==> src/rtl/core/ssd_pkg.sv <==
// ----------------------------------------------------------------------------
// ssd_pkg: shared types and constants
// Default sizes, register reset values, register indexes and the control
// group that travels down the flush chain.
// ----------------------------------------------------------------------------
package ssd_pkg;

	// Default sizes for the top-level parameters
	localparam int DEF_WINDOW_ORDER = 4;
	localparam int DEF_SAMPLE_BITS  = 16;
	localparam int DEF_RUN_BITS     = 12;

	// Register field widths (fixed)
	localparam int THR_W      = 16;
	localparam int HOLD_W     = 12;
	localparam int CFG_IDX_W  = 2;
	localparam int CFG_DATA_W = 16;

	// Register reset values: 1.9 g at 2048 per g, 150 deg/s, hold counts
	localparam logic signed [THR_W-1:0] RST_ACCEL_THR  = 16'sd3891;
	localparam logic signed [THR_W-1:0] RST_GYRO_THR   = 16'sd2460;
	localparam logic [HOLD_W-1:0]       RST_ACCEL_HOLD = 12'd200;
	localparam logic [HOLD_W-1:0]       RST_GYRO_HOLD  = 12'd100;

	// Register indexes
	typedef enum logic [CFG_IDX_W-1:0] {
		CFG_ACCEL_THR  = 2'd0,
		CFG_GYRO_THR   = 2'd1,
		CFG_ACCEL_HOLD = 2'd2,
		CFG_GYRO_HOLD  = 2'd3
	} cfg_reg_t;

	// Control group handed from one flush cell to the next
	typedef struct packed {
		logic valid;   // a record end occupies this slot
		logic impact;  // acceleration channel tripped so far
		logic fall;    // rotation channel tripped so far
	} cell_ctl_t;

endpackage

==> src/rtl/core/ssd_window.sv <==
// ----------------------------------------------------------------------------
// ssd_window: sample shift row and running window sum, one channel
// Holds the newest SPAN samples, newest first, and their sum. Outputs show
// the values after the shift that the current transfer would cause.
// ----------------------------------------------------------------------------
module ssd_window #(
	parameter int SAMPLE_BITS = ssd_pkg::DEF_SAMPLE_BITS,
	parameter int SPAN        = 5,
	parameter int H           = 2,
	parameter int SUM_W       = 19
) (
	input  logic                          clk,
	input  logic                          arst_n,
	input  logic                          shift,
	input  logic                          clear,
	input  logic signed [SAMPLE_BITS-1:0] sample,
	output logic signed [SUM_W-1:0]       sum_o,
	output logic signed [SAMPLE_BITS-1:0] tail_o,
	output logic signed [SAMPLE_BITS-1:0] taps_o [H]
);

	logic signed [SAMPLE_BITS-1:0] win_q [SPAN];
	logic signed [SUM_W-1:0]       sum_q;

	// Slots past the fill level are zero, so the oldest slot can always go
	assign sum_o  = sum_q - SUM_W'(win_q[SPAN-1]) + SUM_W'(sample);
	assign tail_o = win_q[SPAN-2];

	always_comb begin
		for (int k = 0; k < H; k++) begin
			taps_o[k] = win_q[H+k-1];
		end
	end

	always_ff @(posedge clk or negedge arst_n) begin
		if (!arst_n) begin
			for (int d = 0; d < SPAN; d++) begin
				win_q[d] <= '0;
			end
			sum_q <= '0;
		end else if (shift) begin
			if (clear) begin
				for (int d = 0; d < SPAN; d++) begin
					win_q[d] <= '0;
				end
				sum_q <= '0;
			end else begin
				win_q[0] <= sample;
				for (int d = 1; d < SPAN; d++) begin
					win_q[d] <= win_q[d-1];
				end
				sum_q <= sum_o;
			end
		end
	end

endmodule

==> src/rtl/core/ssd_judge.sv <==
// ----------------------------------------------------------------------------
// ssd_judge: level test and run counter step, one channel
// Tests sum >= threshold * count and advances the run counter and trip flag.
// ----------------------------------------------------------------------------
module ssd_judge #(
	parameter int SUM_W    = 19,
	parameter int CNT_W    = 3,
	parameter int RUN_BITS = ssd_pkg::DEF_RUN_BITS
) (
	input  logic                              act,
	input  logic signed [SUM_W-1:0]           sum,
	input  logic [CNT_W-1:0]                  cnt,
	input  logic signed [ssd_pkg::THR_W-1:0]  thr,
	input  logic [ssd_pkg::HOLD_W-1:0]        hold,
	input  logic [RUN_BITS-1:0]               run_i,
	input  logic                              flag_i,
	output logic [RUN_BITS-1:0]               run_o,
	output logic                              flag_o
);

	localparam int PROD_W = ssd_pkg::THR_W + CNT_W + 1;
	localparam int CMP_W  = (SUM_W > PROD_W) ? SUM_W : PROD_W;
	localparam int HC_W   = (RUN_BITS > ssd_pkg::HOLD_W) ? RUN_BITS : ssd_pkg::HOLD_W;

	logic signed [PROD_W-1:0] thr_x, cnt_x, prod;
	logic signed [CMP_W-1:0]  sum_x, prod_x;
	logic                     pass, held;

	assign thr_x  = PROD_W'(thr);
	assign cnt_x  = signed'(PROD_W'(cnt));
	assign prod   = thr_x * cnt_x;
	assign sum_x  = CMP_W'(sum);
	assign prod_x = CMP_W'(prod);
	assign pass   = (sum_x >= prod_x);
	assign held   = (HC_W'(run_i) >= HC_W'(hold));

	always_comb begin
		run_o  = run_i;
		flag_o = flag_i;
		if (act) begin
			if (pass) begin
				flag_o = flag_i | held;
				if (!(&run_i)) begin
					run_o = run_i + 1'b1;
				end
			end else begin
				run_o = '0;
			end
		end
	end

endmodule

==> src/rtl/core/ssd_flush_cell.sv <==
// ----------------------------------------------------------------------------
// ssd_flush_cell: one trailing-window judgment of a finished record
// Cell M judges the center M-1 samples back from the newest sample, whose
// window holds the newest M+H samples, then drops the oldest of them for the
// next cell and hands the record state on.
// ----------------------------------------------------------------------------
module ssd_flush_cell #(
	parameter int SAMPLE_BITS = ssd_pkg::DEF_SAMPLE_BITS,
	parameter int SUM_W       = 19,
	parameter int CNT_W       = 3,
	parameter int RUN_BITS    = ssd_pkg::DEF_RUN_BITS,
	parameter int H           = 2,
	parameter int M           = 1
) (
	input  logic                             clk,
	input  logic                             arst_n,
	input  logic                             adv,
	input  logic signed [ssd_pkg::THR_W-1:0] accel_thr,
	input  logic signed [ssd_pkg::THR_W-1:0] gyro_thr,
	input  logic [ssd_pkg::HOLD_W-1:0]       accel_hold,
	input  logic [ssd_pkg::HOLD_W-1:0]       gyro_hold,
	input  ssd_pkg::cell_ctl_t               ctl_i,
	input  logic [RUN_BITS-1:0]              accel_run_i,
	input  logic [RUN_BITS-1:0]              gyro_run_i,
	input  logic signed [SUM_W-1:0]          accel_sum_i,
	input  logic signed [SUM_W-1:0]          gyro_sum_i,
	input  logic [CNT_W-1:0]                 ss_i,
	input  logic signed [SAMPLE_BITS-1:0]    accel_taps_i [H],
	input  logic signed [SAMPLE_BITS-1:0]    gyro_taps_i [H],
	output ssd_pkg::cell_ctl_t               ctl_o,
	output logic [RUN_BITS-1:0]              accel_run_o,
	output logic [RUN_BITS-1:0]              gyro_run_o,
	output logic signed [SUM_W-1:0]          accel_sum_o,
	output logic signed [SUM_W-1:0]          gyro_sum_o,
	output logic [CNT_W-1:0]                 ss_o,
	output logic signed [SAMPLE_BITS-1:0]    accel_taps_o [H],
	output logic signed [SAMPLE_BITS-1:0]    gyro_taps_o [H]
);

	localparam logic [CNT_W-1:0] CNT_CAP = CNT_W'(M + H);
	localparam logic [CNT_W-1:0] CNT_MIN = CNT_W'(M);

	logic                act;
	logic [CNT_W-1:0]    cnt;
	logic [RUN_BITS-1:0] accel_run_nx, gyro_run_nx;
	logic                impact_nx, fall_nx;

	// Short records: centers that never existed are skipped, windows clip
	assign act = (ss_i >= CNT_MIN);
	assign cnt = (ss_i < CNT_CAP) ? ss_i : CNT_CAP;

	ssd_judge #(.SUM_W(SUM_W), .CNT_W(CNT_W), .RUN_BITS(RUN_BITS)) u_accel_judge (
		.act    (act),
		.sum    (accel_sum_i),
		.cnt    (cnt),
		.thr    (accel_thr),
		.hold   (accel_hold),
		.run_i  (accel_run_i),
		.flag_i (ctl_i.impact),
		.run_o  (accel_run_nx),
		.flag_o (impact_nx)
	);

	ssd_judge #(.SUM_W(SUM_W), .CNT_W(CNT_W), .RUN_BITS(RUN_BITS)) u_gyro_judge (
		.act    (act),
		.sum    (gyro_sum_i),
		.cnt    (cnt),
		.thr    (gyro_thr),
		.hold   (gyro_hold),
		.run_i  (gyro_run_i),
		.flag_i (ctl_i.fall),
		.run_o  (gyro_run_nx),
		.flag_o (fall_nx)
	);

	always_ff @(posedge clk or negedge arst_n) begin
		if (!arst_n) begin
			ctl_o <= '0;
		end else if (adv) begin
			ctl_o.valid  <= ctl_i.valid;
			ctl_o.impact <= impact_nx;
			ctl_o.fall   <= fall_nx;
		end
	end

	always_ff @(posedge clk) begin
		if (adv) begin
			accel_run_o  <= accel_run_nx;
			gyro_run_o   <= gyro_run_nx;
			accel_sum_o  <= accel_sum_i - SUM_W'(accel_taps_i[M-1]);
			gyro_sum_o   <= gyro_sum_i - SUM_W'(gyro_taps_i[M-1]);
			ss_o         <= ss_i;
			accel_taps_o <= accel_taps_i;
			gyro_taps_o  <= gyro_taps_i;
		end
	end

endmodule

==> src/rtl/core/smoothed_sustained_threshold_detector_unit.sv <==
// ----------------------------------------------------------------------------
// smoothed_sustained_threshold_detector_unit: record-level hazard detector
// Smooths paired acceleration and rotation-rate samples with a centered
// moving average and flags a channel whose level holds long enough.
// ----------------------------------------------------------------------------
//
// Channel  Handshake             Payload
// -------  --------------------  ---------------------------------------------
// in       in_valid / in_ready   accel_sample, gyro_sample, last_sample
// out      out_valid / out_ready hazard, impact_found, fall_found
// cfg      cfg_we (no wait)      cfg_index, cfg_data
//
// One sample transfer per cycle while in_ready is high. A record's result
// passes from its last-sample transfer through the window snapshot, the chain
// entry register, the H flush cells (H = WINDOW_ORDER/2) and the output reg.
// Reset is asynchronous and clears all record state at once; no sweep.
// in_ready drops only while a finished result sits at the chain end and
// the output register is still held by out_ready low.
//
// Structure:
//   window rows  - per-channel shift row of the newest 2H+1 samples and
//                  their running sum; cleared by the last sample of a record.
//   run stage    - judges the center H samples back once enough samples are
//                  in, and keeps the open run counters of the current record.
//   flush chain  - H cells; a finished record walks through them, one
//                  trailing window judged per cell, largest window first.
//   output reg   - folds open runs into the flags and holds the result.
// ----------------------------------------------------------------------------
module smoothed_sustained_threshold_detector_unit #(
	parameter int WINDOW_ORDER = ssd_pkg::DEF_WINDOW_ORDER,
	parameter int SAMPLE_BITS  = ssd_pkg::DEF_SAMPLE_BITS,
	parameter int RUN_BITS     = ssd_pkg::DEF_RUN_BITS
) (
	input  logic                                 clk,
	input  logic                                 arst_n,
	input  logic                                 in_valid,
	output logic                                 in_ready,
	input  logic signed [SAMPLE_BITS-1:0]        accel_sample,
	input  logic signed [SAMPLE_BITS-1:0]        gyro_sample,
	input  logic                                 last_sample,
	output logic                                 out_valid,
	input  logic                                 out_ready,
	output logic                                 hazard,
	output logic                                 impact_found,
	output logic                                 fall_found,
	input  logic                                 cfg_we,
	input  logic [ssd_pkg::CFG_IDX_W-1:0]        cfg_index,
	input  logic [ssd_pkg::CFG_DATA_W-1:0]       cfg_data
);

	localparam int H     = WINDOW_ORDER / 2;
	localparam int SPAN  = 2 * H + 1;
	localparam int SUM_W = SAMPLE_BITS + $clog2(SPAN);
	localparam int CNT_W = $clog2(SPAN + 1);

	// ---------------- configuration registers ----------------
	logic signed [ssd_pkg::THR_W-1:0] accel_thr_q, gyro_thr_q;
	logic [ssd_pkg::HOLD_W-1:0]       accel_hold_q, gyro_hold_q;

	always_ff @(posedge clk or negedge arst_n) begin
		if (!arst_n) begin
			accel_thr_q  <= ssd_pkg::RST_ACCEL_THR;
			gyro_thr_q   <= ssd_pkg::RST_GYRO_THR;
			accel_hold_q <= ssd_pkg::RST_ACCEL_HOLD;
			gyro_hold_q  <= ssd_pkg::RST_GYRO_HOLD;
		end else if (cfg_we) begin
			case (ssd_pkg::cfg_reg_t'(cfg_index))
				ssd_pkg::CFG_ACCEL_THR:  accel_thr_q  <= cfg_data;
				ssd_pkg::CFG_GYRO_THR:   gyro_thr_q   <= cfg_data;
				ssd_pkg::CFG_ACCEL_HOLD: accel_hold_q <= cfg_data[ssd_pkg::HOLD_W-1:0];
				ssd_pkg::CFG_GYRO_HOLD:  gyro_hold_q  <= cfg_data[ssd_pkg::HOLD_W-1:0];
				default: ;
			endcase
		end
	end

	// ---------------- flow control ----------------
	// The whole pipe moves together; it halts only when a result reaches the
	// chain end and the output register cannot take it.
	ssd_pkg::cell_ctl_t ctl_out [H];
	logic               adv, accept;
	logic               out_valid_q;

	assign adv      = !(ctl_out[H-1].valid && out_valid_q && !out_ready);
	assign accept   = in_valid && adv;
	assign in_ready = adv;

	// ---------------- window rows ----------------
	logic signed [SUM_W-1:0]       accel_sum_nx, gyro_sum_nx;
	logic signed [SAMPLE_BITS-1:0] accel_tail_nx, gyro_tail_nx;
	logic signed [SAMPLE_BITS-1:0] accel_taps_nx [H];
	logic signed [SAMPLE_BITS-1:0] gyro_taps_nx [H];

	ssd_window #(.SAMPLE_BITS(SAMPLE_BITS), .SPAN(SPAN), .H(H), .SUM_W(SUM_W)) u_accel_win (
		.clk    (clk),
		.arst_n (arst_n),
		.shift  (accept),
		.clear  (last_sample),
		.sample (accel_sample),
		.sum_o  (accel_sum_nx),
		.tail_o (accel_tail_nx),
		.taps_o (accel_taps_nx)
	);

	ssd_window #(.SAMPLE_BITS(SAMPLE_BITS), .SPAN(SPAN), .H(H), .SUM_W(SUM_W)) u_gyro_win (
		.clk    (clk),
		.arst_n (arst_n),
		.shift  (accept),
		.clear  (last_sample),
		.sample (gyro_sample),
		.sum_o  (gyro_sum_nx),
		.tail_o (gyro_tail_nx),
		.taps_o (gyro_taps_nx)
	);

	// Fill level of the window, saturating at the full span
	logic [CNT_W-1:0] ss_q, ss_nx;

	assign ss_nx = (ss_q == CNT_W'(SPAN)) ? ss_q : ss_q + 1'b1;

	always_ff @(posedge clk or negedge arst_n) begin
		if (!arst_n) begin
			ss_q <= '0;
		end else if (accept) begin
			ss_q <= last_sample ? '0 : ss_nx;
		end
	end

	// Snapshot of the window after each transfer
	logic                          valid_s1, last_s1;
	logic [CNT_W-1:0]              ss_s1;
	logic signed [SUM_W-1:0]       accel_sum_s1, gyro_sum_s1;
	logic signed [SAMPLE_BITS-1:0] accel_tail_s1, gyro_tail_s1;
	logic signed [SAMPLE_BITS-1:0] accel_taps_s1 [H];
	logic signed [SAMPLE_BITS-1:0] gyro_taps_s1 [H];

	always_ff @(posedge clk or negedge arst_n) begin
		if (!arst_n) begin
			valid_s1 <= 1'b0;
		end else if (adv) begin
			valid_s1 <= accept;
		end
	end

	always_ff @(posedge clk) begin
		if (accept) begin
			last_s1       <= last_sample;
			ss_s1         <= ss_nx;
			accel_sum_s1  <= accel_sum_nx;
			gyro_sum_s1   <= gyro_sum_nx;
			accel_tail_s1 <= accel_tail_nx;
			gyro_tail_s1  <= gyro_tail_nx;
			accel_taps_s1 <= accel_taps_nx;
			gyro_taps_s1  <= gyro_taps_nx;
		end
	end

	// ---------------- run stage ----------------
	// A center is judged once H samples past it are in (front-truncated
	// windows compare against the fill level).
	logic                judge_en;
	logic [RUN_BITS-1:0] accel_run_q, gyro_run_q, accel_run_nx, gyro_run_nx;
	logic                impact_q, fall_q, impact_nx, fall_nx;

	assign judge_en = (ss_s1 > CNT_W'(H));

	ssd_judge #(.SUM_W(SUM_W), .CNT_W(CNT_W), .RUN_BITS(RUN_BITS)) u_accel_judge (
		.act    (judge_en),
		.sum    (accel_sum_s1),
		.cnt    (ss_s1),
		.thr    (accel_thr_q),
		.hold   (accel_hold_q),
		.run_i  (accel_run_q),
		.flag_i (impact_q),
		.run_o  (accel_run_nx),
		.flag_o (impact_nx)
	);

	ssd_judge #(.SUM_W(SUM_W), .CNT_W(CNT_W), .RUN_BITS(RUN_BITS)) u_gyro_judge (
		.act    (judge_en),
		.sum    (gyro_sum_s1),
		.cnt    (ss_s1),
		.thr    (gyro_thr_q),
		.hold   (gyro_hold_q),
		.run_i  (gyro_run_q),
		.flag_i (fall_q),
		.run_o  (gyro_run_nx),
		.flag_o (fall_nx)
	);

	// Record state; handed to the flush chain and cleared on the last sample
	always_ff @(posedge clk or negedge arst_n) begin
		if (!arst_n) begin
			accel_run_q <= '0;
			gyro_run_q  <= '0;
			impact_q    <= 1'b0;
			fall_q      <= 1'b0;
		end else if (adv && valid_s1) begin
			if (last_s1) begin
				accel_run_q <= '0;
				gyro_run_q  <= '0;
				impact_q    <= 1'b0;
				fall_q      <= 1'b0;
			end else begin
				accel_run_q <= accel_run_nx;
				gyro_run_q  <= gyro_run_nx;
				impact_q    <= impact_nx;
				fall_q      <= fall_nx;
			end
		end
	end

	// Chain entry: first trailing window is the newest 2H samples
	ssd_pkg::cell_ctl_t            ctl_s2;
	logic [RUN_BITS-1:0]           accel_run_s2, gyro_run_s2;
	logic signed [SUM_W-1:0]       accel_sum_s2, gyro_sum_s2;
	logic [CNT_W-1:0]              ss_s2;
	logic signed [SAMPLE_BITS-1:0] accel_taps_s2 [H];
	logic signed [SAMPLE_BITS-1:0] gyro_taps_s2 [H];

	always_ff @(posedge clk or negedge arst_n) begin
		if (!arst_n) begin
			ctl_s2 <= '0;
		end else if (adv) begin
			ctl_s2.valid  <= valid_s1 && last_s1;
			ctl_s2.impact <= impact_nx;
			ctl_s2.fall   <= fall_nx;
		end
	end

	always_ff @(posedge clk) begin
		if (adv) begin
			accel_run_s2  <= accel_run_nx;
			gyro_run_s2   <= gyro_run_nx;
			accel_sum_s2  <= accel_sum_s1 - SUM_W'(accel_tail_s1);
			gyro_sum_s2   <= gyro_sum_s1 - SUM_W'(gyro_tail_s1);
			ss_s2         <= ss_s1;
			accel_taps_s2 <= accel_taps_s1;
			gyro_taps_s2  <= gyro_taps_s1;
		end
	end

	// ---------------- flush chain ----------------
	ssd_pkg::cell_ctl_t            ctl_in [H];
	logic [RUN_BITS-1:0]           accel_run_in [H], gyro_run_in [H];
	logic [RUN_BITS-1:0]           accel_run_out [H], gyro_run_out [H];
	logic signed [SUM_W-1:0]       accel_sum_in [H], gyro_sum_in [H];
	logic signed [SUM_W-1:0]       accel_sum_out [H], gyro_sum_out [H];
	logic [CNT_W-1:0]              ss_in [H], ss_out [H];
	logic signed [SAMPLE_BITS-1:0] accel_taps_in [H][H], gyro_taps_in [H][H];
	logic signed [SAMPLE_BITS-1:0] accel_taps_out [H][H], gyro_taps_out [H][H];

	always_comb begin
		ctl_in[0]        = ctl_s2;
		accel_run_in[0]  = accel_run_s2;
		gyro_run_in[0]   = gyro_run_s2;
		accel_sum_in[0]  = accel_sum_s2;
		gyro_sum_in[0]   = gyro_sum_s2;
		ss_in[0]         = ss_s2;
		accel_taps_in[0] = accel_taps_s2;
		gyro_taps_in[0]  = gyro_taps_s2;
		for (int k = 1; k < H; k++) begin
			ctl_in[k]        = ctl_out[k-1];
			accel_run_in[k]  = accel_run_out[k-1];
			gyro_run_in[k]   = gyro_run_out[k-1];
			accel_sum_in[k]  = accel_sum_out[k-1];
			gyro_sum_in[k]   = gyro_sum_out[k-1];
			ss_in[k]         = ss_out[k-1];
			accel_taps_in[k] = accel_taps_out[k-1];
			gyro_taps_in[k]  = gyro_taps_out[k-1];
		end
	end

	// Cell j judges the center H-j-1 samples back from the newest sample
	for (genvar j = 0; j < H; j++) begin : g_flush
		ssd_flush_cell #(
			.SAMPLE_BITS (SAMPLE_BITS),
			.SUM_W       (SUM_W),
			.CNT_W       (CNT_W),
			.RUN_BITS    (RUN_BITS),
			.H           (H),
			.M           (H - j)
		) u_cell (
			.clk          (clk),
			.arst_n       (arst_n),
			.adv          (adv),
			.accel_thr    (accel_thr_q),
			.gyro_thr     (gyro_thr_q),
			.accel_hold   (accel_hold_q),
			.gyro_hold    (gyro_hold_q),
			.ctl_i        (ctl_in[j]),
			.accel_run_i  (accel_run_in[j]),
			.gyro_run_i   (gyro_run_in[j]),
			.accel_sum_i  (accel_sum_in[j]),
			.gyro_sum_i   (gyro_sum_in[j]),
			.ss_i         (ss_in[j]),
			.accel_taps_i (accel_taps_in[j]),
			.gyro_taps_i  (gyro_taps_in[j]),
			.ctl_o        (ctl_out[j]),
			.accel_run_o  (accel_run_out[j]),
			.gyro_run_o   (gyro_run_out[j]),
			.accel_sum_o  (accel_sum_out[j]),
			.gyro_sum_o   (gyro_sum_out[j]),
			.ss_o         (ss_out[j]),
			.accel_taps_o (accel_taps_out[j]),
			.gyro_taps_o  (gyro_taps_out[j])
		);
	end

	// ---------------- output register ----------------
	// A run still open at the record end counts as a trip.
	logic res_impact, res_fall, res_load;
	logic out_impact_q, out_fall_q, out_hazard_q;

	assign res_impact = ctl_out[H-1].impact | (|accel_run_out[H-1]);
	assign res_fall   = ctl_out[H-1].fall | (|gyro_run_out[H-1]);
	assign res_load   = ctl_out[H-1].valid && adv;

	always_ff @(posedge clk or negedge arst_n) begin
		if (!arst_n) begin
			out_valid_q <= 1'b0;
		end else if (res_load) begin
			out_valid_q <= 1'b1;
		end else if (out_ready) begin
			out_valid_q <= 1'b0;
		end
	end

	always_ff @(posedge clk) begin
		if (res_load) begin
			out_impact_q <= res_impact;
			out_fall_q   <= res_fall;
			out_hazard_q <= res_impact | res_fall;
		end
	end

	assign out_valid    = out_valid_q;
	assign hazard       = out_hazard_q;
	assign impact_found = out_impact_q;
	assign fall_found   = out_fall_q;

`ifndef SYNTHESIS
	// Record state starts clean after a record end passes the run stage
	a_run_clear: assert property (@(posedge clk) disable iff (!arst_n)
		(adv && valid_s1 && last_s1) |=>
		(accel_run_q == '0 && gyro_run_q == '0 && !impact_q && !fall_q))
		else $error("run state not cleared after record end");

	// Fill level never passes the span
	a_fill_bound: assert property (@(posedge clk) disable iff (!arst_n)
		ss_q <= CNT_W'(SPAN))
		else $error("window fill level out of range");

	// A new result comes only from the chain end
	a_out_source: assert property (@(posedge clk) disable iff (!arst_n)
		$rose(out_valid_q) |-> $past(ctl_out[H-1].valid))
		else $error("result without a record at the chain end");

	// A halted pipe keeps its finished record at the chain end
	a_stall_hold: assert property (@(posedge clk) disable iff (!arst_n)
		!in_ready |=> ctl_out[H-1].valid)
		else $error("finished record lost during stall");
`endif

endmodule
==> config.mk <==
export PLATFORM = sky130hd
export DESIGN_NAME = smoothed_sustained_threshold_detector_unit
export DESIGN_NICKNAME = d
export VERILOG_FILES = /design/src/rtl/core/ssd_pkg.sv /design/src/rtl/core/ssd_window.sv /design/src/rtl/core/ssd_judge.sv /design/src/rtl/core/ssd_flush_cell.sv /design/src/rtl/core/smoothed_sustained_threshold_detector_unit.sv
export SDC_FILE = /design/constraint.sdc
export NUM_CORES = 2
export LEC_CHECK = 0
export ABC_AREA = 1
export BUFFER_PORTS_ARGS = -buffer_cell sky130_fd_sc_hd__buf_2
export CAP_MARGIN = 20
export CORE_MARGIN = 2
export CORE_UTILIZATION = 59
export CTS_CLUSTER_DIAMETER = 30
export DETAILED_ROUTE_END_ITERATION = 10
export PLACE_DENSITY_LB_ADDON = 0.3
export SETUP_SLACK_MARGIN = 0.4
export SLEW_MARGIN = 20
export SYNTH_ARGS = -nofsm -noshare
export SYNTH_HDL_FRONTEND = slang
export SYNTH_SLANG_ARGS = --single-unit
export TNS_END_PERCENT = 10
==> constraint.sdc <==
create_clock -name clk -period 9.3 [get_ports clk]
set_clock_uncertainty 0.2 [all_clocks]
set_input_delay 1.86 -clock clk [delete_from_list [all_inputs] [get_ports clk]]
set_output_delay 1.86 -clock clk [all_outputs]
set_load 0.05 [all_outputs]
==> results_dict.tcl <==
set metrics [dict create \
    outcome "finished, final reports clean" \
    gr-usage-all-layers 0.2839 \
    synth_cell_type_count 59 \
    netlist_instances 5405 \
    r2r_cells 26 \
    final_util 0.6637 \
    cts_setup_buffers 0 \
    hp-class "flip-flop to flip-flop" \
    core_area_um2 75700 \
    cts_root_buf "clkbuf_16" \
    dpl.hpwl_um 83190 \
    die_x_um 280.1 \
    power.density_nw_per_um2 328.3 \
    syn_area_per_cell_um2 8.320 \
    die_y_um 280.1 \
    final_cell_count_no_fill 6586 \
    ys_seq_elements 589 \
    grt_max_degree 186 \
    drt-initial-drc-count 2390 \
    antenna_found_initial 2 \
    vdd_drop_max_uv 225.4 \
    fin_crit_sh 0.6904 \
    crit_path_end_kind "flip-flop" \
    drv_slew 0 \
    cts_resized 0 \
    wire_per_inst_um 16.43 \
    cap_viol_max_count 0 \
    yosysMostFrequentCell "inv_1" \
    antennaDiodeCount 0 \
    numCtsBuffers 109 \
    synth.area.top_cells "edfxtp_1, dfrtp_1, ha_1" \
    arrival_ns 6.60 \
    yosys_warnings 0 \
    crit_fanout 32 \
    seq_area_um2 16240 \
    start_util 0.5941 \
    cts_tree "built" \
    grt_pass1_vias 35263 \
    syn_to_final_growth_pct 11.72 \
    relSlewSlack 0.2748 \
    drtAntennaViolNets 0 \
    first_pass_iters 6 \
    rsz0062_at_grt "false" \
    synthFlopType "edfxtp_1" \
    regToRegStartpoint "ss_s2[1]" \
    setup_viol 0 \
    yosysTopAreaCellShare 0.1970 \
    finalHoldViolations 0 \
    cp.required_ns 9.48 \
    crit_end "g_flush[0].u_cell.accel_run_o[2]" \
    gp_congestion 0.9641 \
    ys_seq_area_frac 0.3611 \
    yosysTopAreaCell "edfxtp_1" \
    reg2reg_slack_ns 2.88 \
    vias_per_cell 5.380 \
    clk_pin_slew_ns 0.06 \
    place_inst 6378 \
    drive_gt1_frac 0.06651 \
    design_area_um2 50240 \
    nNetsFinal 6237 \
    synthTopCellsByCount "inv_1, nand2_1, ha_1, nor2_1, a21oi_1" \
    worst_slew_pin_slew_ns 1.088 \
    p_leak_nw 25.53 \
    timing.hold.ws_ns 0.2175 \
    clock_sinks 589 \
    overflow 0 \
    vias 35432 \
    die-area_um2 78450 \
    synth-async-reset-ratio 0.4992 \
    io_pins 61 \
    period_minus_slack_ns 6.421 \
    insertion_delay_ns 0.71 \
    wl_um 108200 \
    fmax_mhz 155.7 \
    synth_edf_count 295 \
    grt_pass1_wl_um 178000 \
    cts_max_level 3 \
    place.port_buffers 60 \
    cts_buffer_depth 3 \
    tns_ns 0 \
    multiInputGateArea_um2 23730 \
    hold_buffers 0 \
    rr_endpoint "g_flush[0].u_cell.accel_run_o[2]" \
    rows 101 \
    synth_area_um2 44970 \
    cp-start-kind "flip-flop" \
    critPathLaunch "ss_s2[1]" \
    dpl_cell_area_um2 46180 \
    post-route-drc-count 0 \
    critPathKind "flip-flop to flip-flop" \
    n_fill_cell 6110 \
]
flip-flops by register name, indices dropped and copies added (netlist names), 19 cells and up:
signal and count:
u_gyro_win.sum_q 19, u_accel_win.sum_q 19, g_flush.u_cell.gyro_sum_o 19, accel_sum_s1 19
accel_sum_s2 19, u_gyro_win.win_q 32, gyro_sum_s1 19, u_accel_win.win_q 32
gyro_sum_s2 19, u_accel_win.taps_o 32, g_flush.u_cell.accel_sum_o 19, g_flush.u_cell.gyro_run_o 24
u_gyro_win.taps_o 32, g_flush.u_cell.accel_run_o 24
worst max-delay path: stages, from the launching register on:
cell and delay, ns:
edfxtp_1 0.38, inv_1 0.06, nor2_1 0.11, clkinv_1 0.80, nor2_1 0.50, inv_1 0.08
ha_1 0.30, inv_1 0.06, fa_1 0.52, inv_1 0.05, ha_1 0.31, inv_1 0.11
nor4_1 0.40, nand3_1 0.12, nand3_1 0.14, xnor2_1 0.12, inv_1 0.06, ha_1 0.33
nand2_1 0.08, nor2_1 0.15, nand2_1 0.09, nor2_1 0.14, nand2_1 0.08, nand4_1 0.10
nand3_1 0.31, nor2_2 0.46, nor3b_1 0.10
layout by cell type, fill, tap and decap left out, types with 21 or more instances in the layout:
cell type,instances
o22ai_1,144
xor2_1,145
nor3_1,45
nand3_1,168
a21o_1,21
nand2_1,987
ha_1,534
dfrtp_1,274
o21ai_1,28
nor2_2,23
and2_1,27
clkbuf_16,122
xnor2_1,85
fa_1,136
a21oi_1,338
o21ai_0,265
o31ai_1,24
inv_1,1197
nor2_1,349
conb_1,34
buf_2,59
nand4_1,41
edfxtp_1,295
area by class of cell:
type	instances	area share
Multi-Input combinational cell	3528	0.4722
Sequential cell	589	0.3232
Inverter	1210	0.09085
Clock buffer	142	0.06445
Tap cell	978	0.02435
Clock inverter	66	0.01621
Timing Repair Buffer	73	0.008691
routing by layer:
layer  share of wire  up-vias  global-route usage
li1                -    17601                   -
met1            0.44    16680              0.3758
met2            0.48      914              0.4839
met3           0.049      235             0.03056
met4           0.036        2              0.1024
met5         0.00012        -                   0
how the worst min path moves through the flow:
stage                        end  cells after the start              from  slack, ns
4_1_cts        accel_taps_in[35]                      0  accel_taps_s1[3]       0.22
2_1_floorplan  accel_taps_in[32]                      0  accel_taps_s1[0]       0.20
5_1_grt         gyro_taps_in[46]                      0  gyro_taps_s1[14]       0.22
3_5_place_dp   accel_taps_in[37]                      0  accel_taps_s1[5]       0.20
6_report       accel_taps_in[35]                      0  accel_taps_s1[3]       0.22
3_3_place_gp    gyro_taps_in[39]                      0   gyro_taps_s1[7]       0.20
where the power goes:
group | switching [mW] | internal [mW]
clock network | 1.45 | 2.72
registers | 0.505 | 3.64
logic | 5.25 | 2.94
metrics by stage:
stage                     setup WS [ns]  total power, mW
final                             2.879            16.49
after global placement            3.232            11.99
after floorplan                   2.512            10.05
after CTS                         3.121            16.49
after detailed placement          3.136            12.22
after global routing              2.458            17.90
cell families after synthesis:
family | after synthesis | share of synthesized area
flip-flops | 589 | 0.3611
buffers and inverters | 1320 | 0.1144
AND/OR/NAND/NOR | 1709 | 0.1607
AO/OA/AOI/OAI | 879 | 0.1078
multiplexers | 3 | 0.0007511
adder cells (fa/ha/maj) | 670 | 0.2091
XOR/XNOR | 233 | 0.04588
other | 2 | 0.0001670
No activity file was read; power rests on OpenSTA's default activity.
